==> src/sv/mspm_pkg.sv <==
`default_nettype none

package mspm_pkg;

    // Default sizing of the dictionary
    localparam int MAX_NODES_DEF = 1024;
    localparam int ALPHABET_DEF  = 26;

    // Fixed field widths
    localparam int OP_W        = 2;
    localparam int SYM_W       = 5;
    localparam int KIND_W      = 2;
    localparam int COUNT_W     = 32;
    localparam int IN_TDATA_W  = 8;
    localparam int OUT_TDATA_W = 40;

    // Input item operations
    typedef enum logic [OP_W-1:0] {
        OP_INSERT = 2'd0,
        OP_SCAN   = 2'd1,
        OP_CLEAR  = 2'd2
    } t_op;

    // Result item kinds
    typedef enum logic [KIND_W-1:0] {
        KIND_MATCH  = 2'd0,
        KIND_INSERT = 2'd1,
        KIND_CLEAR  = 2'd2
    } t_kind;

    // Datapath commands, one per cycle
    typedef enum logic [4:0] {
        CMD_NOP,
        CMD_LATCH,
        CMD_CLR_START,
        CMD_CLR_STEP,
        CMD_CLR_DONE,
        CMD_CLR_EMIT,
        CMD_INS_RD,
        CMD_INS_UPD,
        CMD_RB_INIT,
        CMD_RB_Q,
        CMD_RB_U,
        CMD_RB_L,
        CMD_RB_C1,
        CMD_RB_C2,
        CMD_RB_C3,
        CMD_RB_DONE,
        CMD_SC_RD,
        CMD_SC_NODE,
        CMD_SC_E,
        CMD_SC_STEP,
        CMD_SC_LOAD,
        CMD_SC_FIN
    } t_dp_cmd;

    // Datapath status back to the controller
    typedef struct packed {
        logic tables_valid;
        logic child_none;
        logic last_c;
        logic q_empty;
        logic e_stop;
        logic clr_last;
        logic out_busy;
        logic last;
    } t_dp_stat;

endpackage

`default_nettype wire

==> src/sv/mspm_ctrl.sv <==
`default_nettype none

module mspm_ctrl (
    input  wire                        i_clk,
    input  wire                        i_rst_n,
    input  wire                        i_valid,
    input  wire [mspm_pkg::OP_W-1:0]   i_op,
    input  mspm_pkg::t_dp_stat         i_stat,
    output logic                       o_ready,
    output mspm_pkg::t_dp_cmd          o_cmd
);
    import mspm_pkg::*;

    typedef enum logic [4:0] {
        S_CLR_INIT, S_CLR, S_CLR_DONE, S_IDLE,
        S_INS_RD, S_INS_UPD,
        S_RB_INIT, S_RB_Q, S_RB_U, S_RB_L, S_RB_C1, S_RB_C2, S_RB_C3, S_RB_NEXT,
        S_SC_RD, S_SC_NODE, S_SC_E, S_SC_CHK, S_SC_LOAD, S_SC_FIN
    } t_state;

    t_state r_state, n_state;
    logic   r_emit, n_emit;

    // Next state and command
    always_comb begin
        n_state = r_state;
        n_emit  = r_emit;
        o_cmd   = CMD_NOP;
        case (r_state)
            S_CLR_INIT: begin
                o_cmd   = CMD_CLR_START;
                n_state = S_CLR;
            end
            S_CLR: begin
                o_cmd = CMD_CLR_STEP;
                if (i_stat.clr_last) n_state = S_CLR_DONE;
            end
            S_CLR_DONE: begin
                if (!(r_emit && i_stat.out_busy)) begin
                    o_cmd   = r_emit ? CMD_CLR_EMIT : CMD_CLR_DONE;
                    n_emit  = 1'b0;
                    n_state = S_IDLE;
                end
            end
            S_IDLE: begin
                if (i_valid) begin
                    o_cmd = CMD_LATCH;
                    case (t_op'(i_op))
                        OP_INSERT: n_state = S_INS_RD;
                        OP_SCAN:   n_state = i_stat.tables_valid ? S_SC_RD : S_RB_INIT;
                        OP_CLEAR: begin
                            n_emit  = 1'b1;
                            n_state = S_CLR_INIT;
                        end
                        default:   n_state = S_IDLE;
                    endcase
                end
            end
            S_INS_RD: begin
                o_cmd   = CMD_INS_RD;
                n_state = S_INS_UPD;
            end
            S_INS_UPD: begin
                if (!(i_stat.last && i_stat.out_busy)) begin
                    o_cmd   = CMD_INS_UPD;
                    n_state = S_IDLE;
                end
            end
            S_RB_INIT: begin
                o_cmd   = CMD_RB_INIT;
                n_state = S_RB_Q;
            end
            S_RB_Q: begin
                o_cmd   = CMD_RB_Q;
                n_state = S_RB_U;
            end
            S_RB_U: begin
                o_cmd   = CMD_RB_U;
                n_state = S_RB_L;
            end
            S_RB_L: begin
                o_cmd   = CMD_RB_L;
                n_state = S_RB_C1;
            end
            S_RB_C1: begin
                o_cmd   = CMD_RB_C1;
                n_state = S_RB_C2;
            end
            S_RB_C2: begin
                o_cmd = CMD_RB_C2;
                if (!i_stat.child_none) n_state = S_RB_C3;
                else if (i_stat.last_c) n_state = S_RB_NEXT;
                else n_state = S_RB_C1;
            end
            S_RB_C3: begin
                o_cmd   = CMD_RB_C3;
                n_state = i_stat.last_c ? S_RB_NEXT : S_RB_C1;
            end
            S_RB_NEXT: begin
                if (i_stat.q_empty) begin
                    o_cmd   = CMD_RB_DONE;
                    n_state = S_SC_RD;
                end else begin
                    n_state = S_RB_Q;
                end
            end
            S_SC_RD: begin
                o_cmd   = CMD_SC_RD;
                n_state = S_SC_NODE;
            end
            S_SC_NODE: begin
                o_cmd   = CMD_SC_NODE;
                n_state = S_SC_E;
            end
            S_SC_E: begin
                o_cmd   = CMD_SC_E;
                n_state = S_SC_CHK;
            end
            // one exit-chain hop per match
            S_SC_CHK: begin
                if (i_stat.e_stop) begin
                    n_state = S_SC_FIN;
                end else begin
                    o_cmd   = CMD_SC_STEP;
                    n_state = S_SC_LOAD;
                end
            end
            S_SC_LOAD: begin
                o_cmd   = CMD_SC_LOAD;
                n_state = S_SC_CHK;
            end
            S_SC_FIN: begin
                if (!(i_stat.last && i_stat.out_busy)) begin
                    o_cmd   = CMD_SC_FIN;
                    n_state = S_IDLE;
                end
            end
            default: n_state = S_CLR_INIT;
        endcase
    end

    always_ff @(posedge i_clk) begin
        if (!i_rst_n) begin
            r_state <= S_CLR_INIT;
            r_emit  <= 1'b0;
        end else begin
            r_state <= n_state;
            r_emit  <= n_emit;
        end
    end

    assign o_ready = (r_state == S_IDLE);

endmodule

`default_nettype wire
==> config.mk <==
export PLATFORM = sky130hd
export DESIGN_NAME = mspm_ctrl
export DESIGN_NICKNAME = d
export VERILOG_FILES = /design/src/sv/mspm_pkg.sv /design/src/sv/mspm_ctrl.sv
export SDC_FILE = /design/constraint.sdc
export NUM_CORES = 1
export LEC_CHECK = 0
export BUFFER_PORTS_ARGS = -buffer_cell sky130_fd_sc_hd__buf_2
export CAP_MARGIN = 20
export CORE_MARGIN = 3
export CORE_UTILIZATION = 35
export DETAILED_ROUTE_END_ITERATION = 7
export GPL_ROUTABILITY_DRIVEN = 1
export PLACE_DENSITY = 0.66
export SYNTH_ARGS = -nofsm -noshare
export SYNTH_HDL_FRONTEND = slang
export SYNTH_SLANG_ARGS = --single-unit
export TNS_END_PERCENT = 30
==> constraint.sdc <==
create_clock -name i_clk -period 1.5 [get_ports i_clk]
set_input_delay 0.075 -clock i_clk [delete_from_list [all_inputs] [get_ports i_clk]]
set_output_delay 0.075 -clock i_clk [all_outputs]
set_load 0.02 [all_outputs]
==> metrics.md, run 1 <==
| Metric | Value |
|---|---|
| Unrepaired setup endpoints after global routing | `true` |
| Antenna Cells | `0` |
| IO Port Bufs | `18` |
| WL per Instance | `14.58 um` |
| Endpoint type of the worst setup path | `output port` |
| Max-Slew Margin vs Limit | `0.7404` |
| CTS tree | `yes` |
| Leakage power figure | `0.4745 nW` |
| Total count of hold-check failures in the final report | `0` |
| Leading cell type in the layout, fill and taps excluded | `buf_4` |
| Number of warning messages in the yosys log | `0` |
| Total routing usage reported by global routing | `0.1969` |
| Instance count of the mapped netlist | `a little over 100` |
| Count of routing violations after the opening detailed-route iteration | `15` |
| Register area share after synthesis | `0.1644` |
| Seq. cell area | `131.4 sq um` |
| Initial Utilization | `0.3973` |
| Cts-stage hold buffer count | `0` |
| Skew final | `0.003297 ns` |
| Most frequent cells in the layout | `buf_4 (29), buf_2 (13), nand2_1 (11)` |
| Total congestion overflow after global routing | `0` |
| Clock latency of the later-clocked register in the worst-skew pair | `0.25 ns` |
| Worst-path cell chain | `or4b_4 -> nor3_2 -> a221oi_1 -> nand2_1 -> buf_4` |
| Number of placement rows | `15` |
| Clock-pin slew reported for the worst setup and hold paths after clock tree synthesis | `approximately 0.05 ns` |
| Worst min path class | `in -> reg` |
| Core area | `around 0.0018 sq mm` |
| Status | `finished, violations left` |
| Wire length of the first global-routing pass | `3953 um` |
| Die extent in y | `about 52 um` |
| Pins over their slew limit | `0` |
| Worst-margin pin slew | `between 0.3 and 0.4 ns` |
| Final design area excluding fillers | `~0.0011 sq mm` |
| Per-instance average area after synthesis | `around 7 sq um` |
| Number of antenna violations at the first check in global routing | `0` |
| Kind of critical path | `reg -> out` |
| Startpoint class of the critical path | `flop` |
| Arrival time of data at the critical path endpoint | `~1.6 ns` |
| Max-cap violations | `0` |
| Number of global-route vias before repair | `900` |
| Share of cells above drive strength 1 | `0.4653` |
| Number of nets with antenna violations after detailed routing | `0` |
| Final net count | `159` |
| Worst path setup slack after routing | `-0.1805 ns` |
| Post-route DRC | `0` |
| Slowest Stage Delay on Critical Path | `0.55 ns` |
| Via count | `965` |
| Crit path time final | `~1.7 ns` |
| Number of H-tree levels | `1` |
| VDD IR-drop max | `0.9908 mV` |
| Synthesized net count | `116` |
| Max Root-Sink Buffers | `2` |
| Pwr/cell area | `approximately 1500 mW/mm^2` |
| Maximum number of pins on one net before global-route repair | `11` |
| Multi-input gate area | `601.8 sq um` |
| Number of optimization iterations in the first detailed-route pass | `4` |
| Crit share post-route | `1.120` |
| I/O Pins | `19` |
| Synth Register Bits | `6` |
| Die width | `51.69 um` |
| Cell with the largest stage delay on the worst path | `or4b_4` |
| Area growth from synthesis to layout | `53.60%` |
| Highest fanout seen on the critical path | `7` |
| Placement Setup Slack | `-0.07844 ns` |
| Power consumption | `1.656 mW` |
| Crit path required time | `1.42 ns` |
| Detail Placement HPWL | `1836 um` |
| Netlist area before placement | `~730 sq um` |
| Distinct cell type count of the synthesized netlist | `42` |
| Clock sink count | `6` |
| Fill count | `~190` |
| Die Footprint | `about 0.0027 sq mm` |
| Clock buffer count from CTS | `3` |
| Max Clk Rate | `0.5950 GHz` |
| Final number of setup-violating endpoints | `7` |
| Violated checks | `negative setup slack` |
| Total cell area at the placement stage | `between 0.001 and 0.0015 sq mm` |
| CTS root buffer | `clkbuf_4` |
| RD Place Congestion | `between 0.8 and 0.9` |
| Total wire length after detailed routing | `2464 um` |
| DR vias/cell | `5.710` |
stage by stage:
stage	utilization	std cells	TNS [ns]	hold slack [ns]
after floorplan	-	103	0	0.2076
after global placement	0.5503	164	-0.1658	0.3455
after detailed placement	0.5503	164	-0.1876	0.3401
after CTS	0.5986	169	-0.4205	0.05871
after global routing	0.6102	169	-1.321	0.09459
final	0.6102	169	-0.5241	0.07684
timing repair:
action	4_1_cts	5_1_grt
setup buffers	2	0
pin swaps	3	1
resized for setup	19	6
hold endpoints to repair	0	0
endpoints found under the setup margin	8	11
state kept, by name (all words and copies together), names as in the netlist:
signal,flops
r_emit,1
r_state,5
metal layers:
metal | vias to the layer above | track usage | wire, um
li1 | 470 | - | -
met1 | 445 | 0.2418 | 1051
met2 | 44 | 0.3390 | 1192
met3 | 6 | 0.02579 | 150
met4 | 0 | 0.08734 | 69
met5 | - | 0 | 0
final timing paths:
path,start,to,slack (ns),cells after the start
min reg2reg,r_emit,r_emit,0.54,2
min,i_rst_n,r_state[1],0.08,3
max reg2reg,r_state[2],r_state[2],-0.12,6
max,r_state[2],o_cmd[0],-0.18,5
power breakdown:
part	leakage, nW	internal (mW)	total [mW]	switching, mW
combinational	0.409	0.618	1.24	0.620
sequential	0.0516	0.207	0.262	0.0542
clock	0.0138	0.0910	0.156	0.0654
Yosys cell counts:
cell type	n	area [sq um]
a32o_1	1	10.01
inv_2	1	3.750
or2_1	1	6.260
nor3b_1	2	15.01
a21boi_0	1	7.510
o21ai_0	4	20.02
o221ai_1	2	17.52
a21o_1	2	15.01
o211ai_1	3	22.52
nand3_4	1	17.52
or4b_1	1	10.01
dfxtp_1	6	120.1
a221oi_1	2	17.52
and3b_1	1	8.760
o21ai_1	3	15.01
nor4_2	1	12.51
buf_2	5	25.02
a31oi_1	5	31.28
buf_4	1	7.510
a21oi_1	9	45.04
o22a_1	1	8.760
o2111a_1	1	11.26
mux2i_1	1	10.01
and2_1	1	6.260
a31o_1	1	8.760
nand2_1	12	45.04
nand2b_1	4	25.02
nand4b_1	1	8.760
a2111oi_2	1	15.01
buf_1	1	3.750
and4b_1	1	10.01
nor2_1	7	26.28
nand3b_1	2	15.01
nand3_1	1	5.000
nor4_1	2	12.51
inv_1	4	15.01
xnor2_1	1	8.760
and2b_1	1	7.510
nor2b_1	3	18.77
or4b_4	1	13.76
a211oi_2	1	12.51
nor3_1	3	15.01
area by class of cell:
cell class | count | share of cell area
multi-input cells | 85 | 0.5362
repair buffers | 45 | 0.2821
clock buffers | 3 | 0.02007
well taps | 25 | 0.02787
flip-flops and latches | 6 | 0.1171
inverters | 5 | 0.01672
cells by family (layout without fill, tap and decap cells):
group	count (synthesis)	in the layout	synth area share
flip-flops	6	6	0.1644
AO/OA/AOI/OAI	37	37	0.3527
XOR/XNOR	1	1	0.01199
AND/OR/NAND/NOR	46	46	0.3818
multiplexers	1	1	0.01370
buffers and inverters	12	53	0.07532
critical path, delay by kind of cell (launching register included):
kind                   cells  cell delay [ns]
AO/OA/AOI/OAI              1             0.10
AND/OR/NAND/NOR            3             0.77
flip-flops                 1             0.35
buffers and inverters      1             0.13
(Power assumes the default switching activity.)
==> inputs of run 2 (changes only) <==
--- a/config.mk
+++ b/config.mk
@@ -12,6 +12,7 @@
 export DETAILED_ROUTE_END_ITERATION = 7
 export GPL_ROUTABILITY_DRIVEN = 1
 export PLACE_DENSITY = 0.66
+export SETUP_SLACK_MARGIN = 0.02
 export SYNTH_ARGS = -nofsm -noshare
 export SYNTH_HDL_FRONTEND = slang
 export SYNTH_SLANG_ARGS = --single-unit
==> run 2 against run 1 <==
The run still ends with negative setup slack left. Non-clock buffer count is the same. Maximum frequency grew 0.45%. Core utilization grew 0.41 points. Clock power is essentially flat. Combinational power is essentially flat. Die area is the same. Critical path depth is the same. Clock skew is essentially flat. Total power grew 0.47%. Largest cell class unchanged. Highest routed layer unchanged.
==> metrics.md, run 2 (same netlist as run 1, synthesis figures left out) <==
| Metric | Value |
|---|---|
| RD Place Congestion | `0.8842 (unchanged)` |
| Crit share post-route | `1.115 (-0.005035)` |
| Max Clk Rate | `0.5977 GHz (+0.45%)` |
| Core area | `0.001839 sq mm (unchanged)` |
| Kind of critical path | `reg -> out` |
| Maximum number of pins on one net before global-route repair | `11 (unchanged)` |
| Pins over their slew limit | `0 (unchanged)` |
| VDD IR-drop max | `0.9896 mV (-0.12%)` |
| CTS root buffer | `clkbuf_4` |
| Startpoint of the lowest-slack hold path | `i_rst_n` |
| Total routing usage reported by global routing | `0.1975 (+0.0005984)` |
| Total congestion overflow after global routing | `0 (unchanged)` |
| Most frequent cells in the layout | `buf_4 (28), buf_2 (13), nand2_1 (11)` |
| Unrepaired setup endpoints after global routing | `true` |
| Worst-margin pin slew | `0.3864 ns (-0.001384 ns)` |
| Final net count | `159 (unchanged)` |
| Highest fanout seen on the critical path | `7 (unchanged)` |
| Leading cell type in the layout, fill and taps excluded | `buf_4` |
| Largest registers | `r_state x5, r_emit x1` |
| Violated checks | `negative setup slack` |
| Multi-input gate area | `605.6 sq um (+0.62%)` |
| Worst min path class | `in -> reg` |
| Die Footprint | `0.002672 sq mm (unchanged)` |
| Max Root-Sink Buffers | `2 (unchanged)` |
| Leakage power figure | `0.4764 nW (+0.40%)` |
| Number of H-tree levels | `1 (unchanged)` |
| Filler-free cell count of the finished design | `169 (unchanged)` |
| Wire length of the first global-routing pass | `3967 um (+0.35%)` |
| Number of antenna violations at the first check in global routing | `0 (unchanged)` |
| CTS tree | `yes` |
| Clock sink count | `6 (unchanged)` |
| Initial Utilization | `0.3973 (unchanged)` |
| Crit path required time | `1.42 ns (about the same)` |
| Count of routing violations after the opening detailed-route iteration | `24 (+9)` |
| Worst path setup slack after routing | `-0.1730 ns (+0.007553 ns)` |
| Final number of setup-violating endpoints | `6 (-1)` |
| Die width | `51.69 um (unchanged)` |
| Skew final | `0.002807 ns (-0.0004900 ns)` |
| Post-route DRC | `0 (unchanged)` |
| I/O Pins | `19 (unchanged)` |
| Worst R2R Setup Slack | `-0.12 ns (about the same)` |
| Max-cap violations | `0 (unchanged)` |
| WL per Instance | `14.77 um (+1.3%)` |
| Antenna Cells | `0 (unchanged)` |
| Setup crit start | `r_state[2]` |
| Fill count | `187 (unchanged)` |
| Crit path time final | `1.673 ns (-0.007553 ns)` |
| Die extent in y | `51.69 um (unchanged)` |
| Seq. cell area | `131.4 sq um (unchanged)` |
| IO Port Bufs | `18 (unchanged)` |
| Clock-pin slew reported for the worst setup and hold paths after clock tree synthesis | `0.05 ns (about the same)` |
| Clock buffer count from CTS | `3 (unchanged)` |
| Total wire length after detailed routing | `2496 um (+1.3%)` |
| Share of cells above drive strength 1 | `0.4792 (+0.01389)` |
| Arrival time of data at the critical path endpoint | `1.60 ns (about the same)` |
| Number of flip-flops in the largest register | `5 (unchanged)` |
| Number of global-route vias before repair | `904 (+0.44%)` |
| Number of cells on the worst hold path | `3 (unchanged)` |
| Via count | `964 (-0.10%)` |
| Cells after DPL | `164 (unchanged)` |
| Total count of hold-check failures in the final report | `0 (unchanged)` |
| Number of optimization iterations in the first detailed-route pass | `4 (unchanged)` |
| Hold_ws | `0.07863 ns (+0.001799 ns)` |
| Worst R2R Start | `r_state[2]` |
| Area growth from synthesis to layout | `54.62%` |
| Startpoint class of the critical path | `flop` |
| Number of placement rows | `15 (unchanged)` |
| Clock latency of the later-clocked register in the worst-skew pair | `0.25 ns (about the same)` |
| Detail Placement HPWL | `1836 um (unchanged)` |
| DR vias/cell | `5.704 (-0.10%)` |
| Register with the most flip-flops | `r_state` |
| Pwr/cell area | `1472 mW/mm^2 (-0.19%)` |
| Max-Slew Margin vs Limit | `0.7413 (+0.0009270)` |
| Endpoint type of the worst setup path | `output port` |
| Number of nets with antenna violations after detailed routing | `0 (unchanged)` |
| Cell depth of the worst flop-to-flop path | `6 (unchanged)` |
| Status | `finished, violations left` |
==> run 2: area by class of cell <==
class / instances / share of cell area
Multi-Input combinational cell: 85 / 0.5360
Sequential cell: 6 / 0.1163
Inverter: 5 / 0.01661
Clock buffer: 3 / 0.01993
Tap cell: 25 / 0.02769
Timing Repair Buffer: 45 / 0.2835
==> run 2: timing repair <==
item,4_1_cts,5_1_grt
gates resized for setup,21,7
buffers inserted,2,0
hold buffers,0,0
setup endpoints to repair,8,11
pin swaps,3,1
==> run 2: through the flow <==
step / utilization / setup TNS (ns) / instance area, sq um / total power, mW / setup slack (ns)
2_1_floorplan: - / 0 / 739.5 / 0.9191 / 0.003645
3_3_place_gp: 0.5503 / -0.1658 / 1012 / 1.331 / -0.06589
3_5_place_dp: 0.5503 / -0.1876 / 1012 / 1.345 / -0.07844
4_1_cts: 0.6007 / -0.4184 / 1105 / 1.607 / -0.1712
5_1_grt: 0.6143 / -1.252 / 1130 / 1.783 / -0.2328
6_report: 0.6143 / -0.4966 / 1130 / 1.663 / -0.1730
==> run 2: worst max-delay path, cell delays in order, from the launching register on <==
cell      delay (ns)
dfxtp_2         0.35
or4b_4          0.55
nor3_2          0.15
a221oi_1        0.10
nand2_1         0.07
buf_4           0.13
==> run 2: per-layer routing <==
metal	share of wire	wire length (um)	up-vias	global-route usage
met1	0.41	1032	449	0.2435
met4	0.033	83	0	0.08734
met5	0	0	-	0
met3	0.068	170	6	0.02579
li1	-	-	472	-
met2	0.48	1210	37	0.3390
==> run 2: where the power goes <==
| part | switching [mW] | internal, mW |
|---|---|---|
| sequential | 0.0541 | 0.207 |
| combinational | 0.624 | 0.622 |
| clock | 0.0642 | 0.0909 |
| total | 0.743 | 0.921 |
==> run 2: path summary, 6_finish.rpt <==
kind | to
max | o_cmd[0]
min | r_state[1]
max reg2reg | r_state[2]
min reg2reg | r_emit
==> inputs of run 3 (changes only) <==
--- a/config.mk
+++ b/config.mk
@@ -5,6 +5,7 @@
 export SDC_FILE = /design/constraint.sdc
 export NUM_CORES = 1
 export LEC_CHECK = 0
+export ABC_AREA = 1
 export BUFFER_PORTS_ARGS = -buffer_cell sky130_fd_sc_hd__buf_2
 export CAP_MARGIN = 20
 export CORE_MARGIN = 3
==> run 3 against run 2 <==
The run still ends with negative setup slack left. Highest routed layer unchanged. Combinational power shrank 16%. Maximum frequency grew 3.9%. Hold slack gained 0.047 ns. Sequential power grew 7%. Die area grew 3.6%. Global-route usage is essentially flat. Register-to-register slack gained 0.15 ns. Setup slack gained 0.063 ns. Clock skew is essentially flat.
==> metrics.md, run 3 <==
| Metric | Value |
|---|---|
| Status | `finished, violations left` |
| Violated checks | `negative setup slack` |
| Worst-margin pin slew | `0.3006 ns (-0.08581 ns)` |
| CTS root buffer | `clkbuf_4` |
| Leading cell type in the layout, fill and taps excluded | `nand2_1` |
| Number of global-route vias before repair | `960 (+6.2%)` |
| Filler-free cell count of the finished design | `200 (+18%)` |
| Total count of hold-check failures in the final report | `0 (unchanged)` |
| Initial Utilization | `0.3800 (-0.01728)` |
| Clock-pin slew reported for the worst setup and hold paths after clock tree synthesis | `0.05 ns (about the same)` |
| Max Root-Sink Buffers | `2 (unchanged)` |
| Power consumption | `1.479 mW (-11%)` |
| Unrepaired setup endpoints after global routing | `true` |
| Crit path time final | `1.610 ns (-0.06281 ns)` |
| Final number of setup-violating endpoints | `3 (-3)` |
| Final design area excluding fillers | `0.001165 sq mm (+3.1%)` |
| Crit share post-route | `1.073 (-0.04187)` |
| Placement Setup Slack | `-0.003620 ns (+0.07482 ns)` |
| Library cell occupying the most area in the post-synthesis netlist | `nand2_1` |
| CTS tree | `yes` |
| Number of enable flip-flop cells after synthesis | `0 (unchanged)` |
| Synthesized net count | `148 (+28%)` |
| Die width | `52.62 um (+1.8%)` |
| Total routing usage reported by global routing | `0.1974 (about the same)` |
| DR vias/cell | `5.345 (-6.3%)` |
| Cts-stage hold buffer count | `0 (unchanged)` |
| Maximum number of pins on one net before global-route repair | `8 (-3)` |
| Number of placement rows | `16 (+1)` |
| Clock buffer count from CTS | `3 (unchanged)` |
| Leakage power figure | `0.5881 nW (+23%)` |
| Clock latency of the later-clocked register in the worst-skew pair | `0.25 ns (about the same)` |
| Number of nets with antenna violations after detailed routing | `0 (unchanged)` |
| Synth Register Bits | `6 (unchanged)` |
| Highest fanout seen on the critical path | `5 (-2)` |
| Netlist area before placement | `760.7 sq um (+4.1%)` |
| Final net count | `188 (+18%)` |
| Area growth from synthesis to layout | `53.13%` |
| Cell types occupying the most area after synthesis | `nand2_1 (18%), dfxtp_1 (16%), nor2_1 (9.4%), inv_1 (6.9%), nand3_1 (6.6%)` |
| Max-Slew Margin vs Limit | `0.7985 (+0.05725)` |
| Clock sink count | `6 (unchanged)` |
| Post-Route Utilization | `0.5819 (-0.03241)` |
| Die Footprint | `0.002769 sq mm (+3.6%)` |
| Wire length of the first global-routing pass | `4029 um (+1.6%)` |
| Number of antenna violations at the first check in global routing | `0 (unchanged)` |
| Number of warning messages in the yosys log | `0 (unchanged)` |
| Startpoint class of the critical path | `flop` |
| Via count | `1,069 (+11%)` |
| Per-instance average area after synthesis | `5.635 sq um (-21%)` |
| Total congestion overflow after global routing | `0 (unchanged)` |
| Most used flip-flop cell after synthesis | `dfxtp_1` |
| Share of cells above drive strength 1 | `0.4798 (+0.0006021)` |
| Max-cap violations | `0 (unchanged)` |
| Max Clk Rate | `0.6211 GHz (+3.9%)` |
| VDD IR-drop max | `0.7570 mV (-24%)` |
| Number of optimization iterations in the first detailed-route pass | `4 (unchanged)` |
| Synth async-reset ratio | `0 (unchanged)` |
| Largest registers | `r_state x5, r_emit x1` |
| Core area | `0.002002 sq mm (+8.8%)` |
| Worst path setup slack after routing | `-0.1102 ns (+0.06281 ns)` |
| Total wire length after detailed routing | `2795 um (+12%)` |
| Fraction of synthesized cell area taken by the top area cell type | `0.1826 (+0.01818)` |
| Register with the most flip-flops | `r_state` |
| Startpoint of the lowest-slack hold path | `i_op[1]` |
| Worst R2R Start | `r_state[1]` |
| Total cell area at the placement stage | `950.9 sq um (-6.1%)` |
| IO Port Bufs | `18 (unchanged)` |
| Worst min path class | `in -> reg` |
| I/O Pins | `19 (unchanged)` |
| Most frequent cells in the layout | `nand2_1 (30), buf_4 (19), nor2_1 (16)` |
| Instance count of the mapped netlist | `135 (+31%)` |
| Fill count | `195 (+4.3%)` |
| Count of routing violations after the opening detailed-route iteration | `53 (+120%)` |
| Top cells by instance count after synthesis | `nand2_1 (37), nor2_1 (19), inv_1 (14), nand3_1 (10), a21oi_1 (9)` |
| Distinct cell type count of the synthesized netlist | `27 (-36%)` |
| Pins over their slew limit | `0 (unchanged)` |
| Setup crit start | `r_state[2]` |
| Crit path required time | `1.42 ns (about the same)` |
| Pwr/cell area | `1270 mW/mm^2 (-14%)` |
| Kind of critical path | `reg -> out` |
| WL per Instance | `13.98 um (-5.4%)` |
| Arrival time of data at the critical path endpoint | `1.54 ns (-0.06 ns)` |
| Number of flip-flops in the largest register | `5 (unchanged)` |
| Antenna Cells | `0 (unchanged)` |
| Most frequent cell after synthesis | `nand2_1` |
| Die extent in y | `52.62 um (+1.8%)` |
| Register area share after synthesis | `0.1579 (-0.006489)` |
| Post-route DRC | `0 (unchanged)` |
| Number of H-tree levels | `1 (unchanged)` |
| Detail Placement HPWL | `1969 um (+7.2%)` |
| RD Place Congestion | `0.9499 (+7.4%)` |
| Skew final | `0.002514 ns (-0.0002930 ns)` |
| Endpoint type of the worst setup path | `output port` |
| Cells after DPL | `189 (+15%)` |
## run 3: final timing paths
| kind | end | slack (ns) | cells after the start |
|---|---|---|---|
| setup / recovery | o_cmd[0] | -0.11 | 8 |
| setup reg to reg | r_state[0] | 0.03 | 11 |
| hold reg to reg | r_emit | 0.52 | 2 |
| hold / removal | r_emit | 0.13 | 3 |
## run 3: per-layer routing
metal  up-vias  global-route usage  share of wire
met5         -                   0              0
met4         0              0.1191          0.051
met3        16             0.03419          0.076
met2        59              0.3244           0.47
met1       473              0.2356           0.41
li1        521                   -              -
## run 3: what timing repair did
| action | CTS | global route |
|---|---|---|
| pin swaps | 6 | 5 |
| resized for setup | 34 | 11 |
| setup endpoints to repair | 5 | 10 |
| buffers inserted | 6 | 2 |
## run 3: cells by family after synthesis
family,synth area share
AND/OR/NAND/NOR,0.6020
AO/OA/AOI/OAI,0.1201
flip-flops,0.1579
buffers and inverters,0.1201
## run 3: final cells by class
| class | instances | area (sq um) | share of cell area |
|---|---|---|---|
| inverter | 20 | 80.08 | 0.06874 |
| clock buffer | 3 | 22.52 | 0.01933 |
| multi-input combinational | 107 | 631.9 | 0.5424 |
| sequential | 6 | 138.9 | 0.1192 |
| timing repair buffer | 37 | 257.7 | 0.2213 |
| tap | 27 | 33.78 | 0.02900 |
## run 3: critical path, cell delays in order (launching register included)
cell and delay [ns]:
dfxtp_4 0.39, inv_2 0.07, nor3_2 0.24, nand2_4 0.11, nand2_2 0.10, nand2_1 0.05, nand4_1 0.08, or2_1 0.13
buf_6 0.12
## run 3: where the power goes
part	leakage (nW)	internal (mW)	switching (mW)
logic	0.522	0.462	0.584
registers	0.0525	0.205	0.0750
clock network	0.0138	0.0908	0.0626
total	0.588	0.757	0.722
## run 3: stage by stage
step / setup TNS (ns) / hold WS [ns]
3_5_place_dp: -0.003620 / 0.3899
6_report: -0.2331 / 0.1257
3_3_place_gp: -0.02396 / 0.3754
4_1_cts: -0.1163 / 0.1240
2_1_floorplan: 0 / 0.2384
5_1_grt: -0.8284 / 0.1352
